File: config.mk
export PLATFORM = sky130hd
export DESIGN_NAME = lcdc_ctrl
export DESIGN_NICKNAME = d
export VERILOG_FILES = /design/src/design/lcdc_pkg.sv /design/src/design/lcdc_ctrl.sv
export SDC_FILE = /design/constraint.sdc
export NUM_CORES = 1
export LEC_CHECK = 0
export ABC_AREA = 1
export BUFFER_PORTS_ARGS = -buffer_cell sky130_fd_sc_hd__buf_2
export CAP_MARGIN = 20
export CORE_AREA = 3 3 40 42
export DETAILED_ROUTE_END_ITERATION = 12
export DIE_AREA = 0 0 43 45
export PLACE_DENSITY = 0.48
export SLEW_MARGIN = 20
export SYNTH_ARGS = -nofsm -noshare
export SYNTH_HDL_FRONTEND = slang
export SYNTH_SLANG_ARGS = --single-unit
File: constraint.sdc
create_clock -name clk -period 1.1 [get_ports clk]
set_input_delay 0.165 -clock clk [delete_from_list [all_inputs] [get_ports clk]]
set_output_delay 0.165 -clock clk [all_outputs]
set_load 0.05 [all_outputs]
File: src/design/lcdc_pkg.sv
// Package for the LCD command and frame memory controller.
// Holds the sequencer state type, command codes and panel constants.
`timescale 1ns / 1ps
package lcdc_pkg;

  localparam int unsigned PanelWidth  = 240;
  localparam int unsigned PanelHeight = 320;
  localparam int unsigned FrameSize   = PanelWidth * PanelHeight;
  localparam int unsigned AddrW       = $clog2(FrameSize);

  localparam logic [23:0] DisplayIdReset = 24'h858552;

  localparam logic [15:0] CmdSwReset = 16'h0001;
  localparam logic [15:0] CmdRdId    = 16'h0004;
  localparam logic [15:0] CmdRdSt    = 16'h0009;
  localparam logic [15:0] CmdRdPwr   = 16'h000A;
  localparam logic [15:0] CmdRdMad   = 16'h000B;
  localparam logic [15:0] CmdRdFmt   = 16'h000C;
  localparam logic [15:0] CmdRdImg   = 16'h000D;
  localparam logic [15:0] CmdRdSig   = 16'h000E;
  localparam logic [15:0] CmdRdDiag  = 16'h000F;
  localparam logic [15:0] CmdSlpIn   = 16'h0010;
  localparam logic [15:0] CmdSlpOut  = 16'h0011;
  localparam logic [15:0] CmdPtlOn   = 16'h0012;
  localparam logic [15:0] CmdNorOn   = 16'h0013;
  localparam logic [15:0] CmdInvOff  = 16'h0020;
  localparam logic [15:0] CmdInvOn   = 16'h0021;
  localparam logic [15:0] CmdDispOff = 16'h0028;
  localparam logic [15:0] CmdDispOn  = 16'h0029;
  localparam logic [15:0] CmdCaSet   = 16'h002A;
  localparam logic [15:0] CmdRaSet   = 16'h002B;
  localparam logic [15:0] CmdRamWr   = 16'h002C;
  localparam logic [15:0] CmdRamRd   = 16'h002E;
  localparam logic [15:0] CmdTeOff   = 16'h0034;
  localparam logic [15:0] CmdTeOn    = 16'h0035;
  localparam logic [15:0] CmdMadCtl  = 16'h0036;
  localparam logic [15:0] CmdIdmOff  = 16'h0038;
  localparam logic [15:0] CmdIdmOn   = 16'h0039;
  localparam logic [15:0] CmdColMod  = 16'h003A;

  localparam logic [1:0] ActCmdWr  = 2'd0;
  localparam logic [1:0] ActDataWr = 2'd1;
  localparam logic [1:0] ActCmdRd  = 2'd2;
  localparam logic [1:0] ActDataRd = 2'd3;

  typedef enum logic [5:0] {
    S_IDLE, S_ID1, S_ID2, S_ID3, S_ID4, S_ST1, S_ST2, S_ST3, S_ST4, S_ST5,
    S_PWR1, S_PWR2, S_MAD1, S_MAD2, S_FMT1, S_FMT2, S_IMG1, S_IMG2,
    S_SIG1, S_SIG2, S_DIAG1, S_DIAG2, S_COL1, S_COL2, S_COL3, S_COL4,
    S_ROW1, S_ROW2, S_ROW3, S_ROW4, S_WMAD, S_WFMT, S_MEMW, S_MEMR
  } seq_state_t;

  // Controller phases.
  typedef enum logic [2:0] {
    C_CLEAR, C_IDLE, C_EXEC, C_RD1, C_RD2, C_OUT
  } ctl_state_t;

  // Commands from controller to datapath.
  typedef struct packed {
    logic clr_step;   // write zero at clear address, advance it
    logic capture;    // latch the input item
    logic exec;       // apply item to registers, issue first RAM read
    logic rd1;        // first RAM data valid, issue second read
    logic rd2;        // second RAM data valid, finish
  } dp_cmd_t;

  typedef struct packed {
    logic clr_done;
    logic needs_rd;   // item is a memory data read
  } dp_sts_t;

endpackage

File: src/design/lcdc_ctrl.sv
// Controller state machine for the LCD controller.
// Uses lcdc_pkg; drives the datapath by command struct.
`timescale 1ns / 1ps
module lcdc_ctrl
  import lcdc_pkg::*;
(
  input  logic    clk,
  input  logic    rst_n,
  input  logic    in_valid,
  output logic    in_stall,
  output logic    out_valid,
  input  logic    out_stall,
  input  dp_sts_t sts,
  output dp_cmd_t cmd
);

  ctl_state_t state_r, state_nxt;

  always_ff @(posedge clk) begin
    if (!rst_n) begin
      state_r <= C_CLEAR;
    end else begin
      state_r <= state_nxt;
    end
  end

  // Next state.
  always_comb begin
    state_nxt = state_r;
    case (state_r)
      C_CLEAR: if (sts.clr_done) state_nxt = C_IDLE;
      C_IDLE:  if (in_valid) state_nxt = C_EXEC;
      C_EXEC:  state_nxt = sts.needs_rd ? C_RD1 : C_OUT;
      C_RD1:   state_nxt = C_RD2;
      C_RD2:   state_nxt = C_OUT;
      C_OUT:   if (!out_stall) state_nxt = C_IDLE;
      default: state_nxt = C_IDLE;
    endcase
  end

  // Outputs.
  always_comb begin
    cmd       = '0;
    in_stall  = 1'b1;
    out_valid = 1'b0;
    case (state_r)
      C_CLEAR: cmd.clr_step = 1'b1;
      C_IDLE: begin
        in_stall    = 1'b0;
        cmd.capture = in_valid;
      end
      C_EXEC:  cmd.exec = 1'b1;
      C_RD1:   cmd.rd1 = 1'b1;
      C_RD2:   cmd.rd2 = 1'b1;
      C_OUT:   out_valid = 1'b1;
      default: ;
    endcase
  end

endmodule

==> reports/metrics.cfg <==
[layout]
largest_register_ff_count=3
areaGrowthSynthToFinish_pct=160
largestRegisters=state_r x3
num_antenna_cells=0
drive_gt1_share_pct=73.8
nNetsFinal=72
regMostFlops=state_r
fin_util_pct=43.6
layoutNonFillerInstCount=80

[synth]
syn_inst=37
syn-cell-area_um2=215
ys_seq_area_share_pct=27.9
yosysWarnings=0
yosys.area.top_type=dfxtp_1
synth.avg_cell_area_um2=5.82
yosysTopAreaCellShare_pct=27.9
synth.net_count=43
ys_types=12
synthTopCellsByArea=dfxtp_1, nor2_1, inv_1
ys_ff_latch=3

[die]
start_util_pct=16.7
core_area_um2=1280
die_x_um=43
die_h_um=45
die-area_um2=1940
io_pins=13
fp-row-count=13

[detailed_routing]
via_count=322
routed_wl_um=797
drt-vias-per-instance=4.03
drt-wirelength-per-cell_um=9.96
drc=0
dr.pass1.iters=4
ant_nets=0
dr.first_iter.drc_count=5

[critical_path]
cp_cell_sequence=inv_4 > nand2_4 > nor2_4 > inv_6 > nor2_4 > buf_6
worst-path-buf-inv=3
worstReg2RegStart=state_r[0]
path_delay_family=flip-flops
worst_setup_path_start_kind=flop
reg2reg_depth=6
slowest_stage=dfxtp_2
rr_endpoint=state_r[0]
cp_common_cell=nor2_4
arrival_ns=1.08
r2r_setup_slack_ns=0.03
cp-end-kind=primary output
critPathKind=reg2out
crit_fanout=4
worstPathRequired_ns=0.94
slowest_delay_ns=0.32

[pwr]
intPower_mw=0.434
total_leakage_power_nw=0.272
power.share.clock_pct=25.4
seqPwrFrac_pct=19.6
peakVddDrop_mv=0.453
switchingPower_mw=0.309
switching_share_pct=41.6
power.share.combinational_pct=55.0
powerDensity_nw_per_um2=1330

[sta]
drv_slew=0
setup_ws_ns=-0.144
period_minus_slack_ns=1.24
fin_crit_sh_pct=113
max_slew_margin_pct=83.6
worst_slew_pin_slew_ns=0.248
setup_violations=7
fin_worst_skew_ns=0.00174
rsz0062_at_grt=true
hold_violations=0
fmax_ghz=0.804

[grt]
grt_usage_pct=9.48
grt_pass1_vias=330
grt_pass1_wl_um=1370
grt-ovfl-total=0
antenna_found_initial=0
grt_max_degree=7

[clocking]
path_clk_slew_ns=0.04
cts_buffer_depth=2
cts-root-buf=clkbuf_4
cts_sinks=3
htreeDepth=1
cts_tree=done
cts_made_buffers=3
clk_latency_ns=0.23

[place]
gp_congestion=0.692
port_buffers=12
hpwl_um=550
dp_cells=72

[worst_hold_path]
min_to=state_r[2]
hold_depth=3
hp-class=in2reg
min_from=rst_n

[run]
max_cap_violations=0

[status]
violations=negative setup slack
status=finished with violations

[worst register-to-register path: stages, from the launching register on]
cell and delay [ns]:
dfxtp_4 0.36, buf_4 0.14, buf_6 0.11, nand4_1 0.13, nand3_2 0.10, nor2_2 0.10
nor2_1 0.04
[timing repair]
item | CTS | global route
pin swaps | 5 | 4
resized for setup | 21 | 7
gates cloned | 0 | 0
endpoints found under the setup margin | 7 | 10
setup buffers | 1 | 3
hold buffers | 0 | 0
[layer usage]
| metal | part of all wire [%] | GRT usage, % |
|---|---|---|
| met2 | 50 | 15.3 |
| met5 | 0 | 0 |
| met1 | 42 | 12.0 |
| met3 | 7.5 | 2.79 |
| met4 | 0 | 3.61 |
[layout by cell type (no fill, tap or decap), types with 2 or more instances in the layout]
cell type,count
nor2_1,2
buf_6,9
nand3_1,4
nor3_4,2
inv_1,6
inv_4,2
nand2_4,2
dfxtp_4,2
nor2_4,4
buf_2,6
nor2_2,4
nand2_1,3
clkbuf_4,3
buf_4,8
[cell usage after synthesis]
master and count:
dfxtp_1 3, inv_1 7, inv_2 2, nand2_1 5, nand2_2 1, nand3_1 4
nand3_2 1, nand4_1 1, nor2_1 9, nor2_2 1, nor3_1 2, nor3_2 1
[layout make-up]
type | count | area, um^2
inverter | 9 | 43.8
fill | 143 | 724
clock buffer | 4 | 26.3
tap | 15 | 18.8
timing repair buffer | 24 | 206
sequential | 3 | 68.8
multi-input combinational | 25 | 196
[power groups by stage]
stage,Sequential (mW),Combinational (mW),Clock [mW]
3_5_place_dp,0.142,0.322,0
2_1_floorplan,0.151,0.215,0
5_1_grt,0.148,0.438,0.210
4_1_cts,0.145,0.375,0.198
6_report,0.145,0.409,0.189
3_3_place_gp,0.142,0.321,0
[kinds of logic after synthesis]
kind of cell / count (synthesis) / share of synthesized area, %
flops: 3 / 27.9
simple gates: 25 / 56.4
buf+inv: 9 / 15.7
[per-stage QoR]
step | hold WS [ns] | area [um^2] | power [mW] | setup slack, ns | setup TNS [ns]
6_report | 0.147 | 561 | 0.744 | -0.144 | -0.868
3_3_place_gp | 0.383 | 415 | 0.464 | -0.0305 | -0.0406
4_1_cts | 0.144 | 518 | 0.718 | -0.162 | -0.976
5_1_grt | 0.163 | 561 | 0.796 | -0.193 | -1.26
3_5_place_dp | 0.386 | 415 | 0.465 | -0.0350 | -0.0589
2_1_floorplan | 0.263 | 277 | 0.366 | -0.153 | -0.240
[how the worst max path moves through the flow]
stage | startpoint | depth (start not counted) | endpoint
floorplan | state_r[1] | 1 | cmd[4]
global placement | state_r[2] | 6 | cmd[3]
detailed placement | state_r[2] | 6 | cmd[3]
CTS | state_r[2] | 6 | cmd[3]
global route | state_r[2] | 6 | cmd[3]
finish | state_r[2] | 6 | cmd[3]
Note: power is estimated with default switching activity, not from simulation.
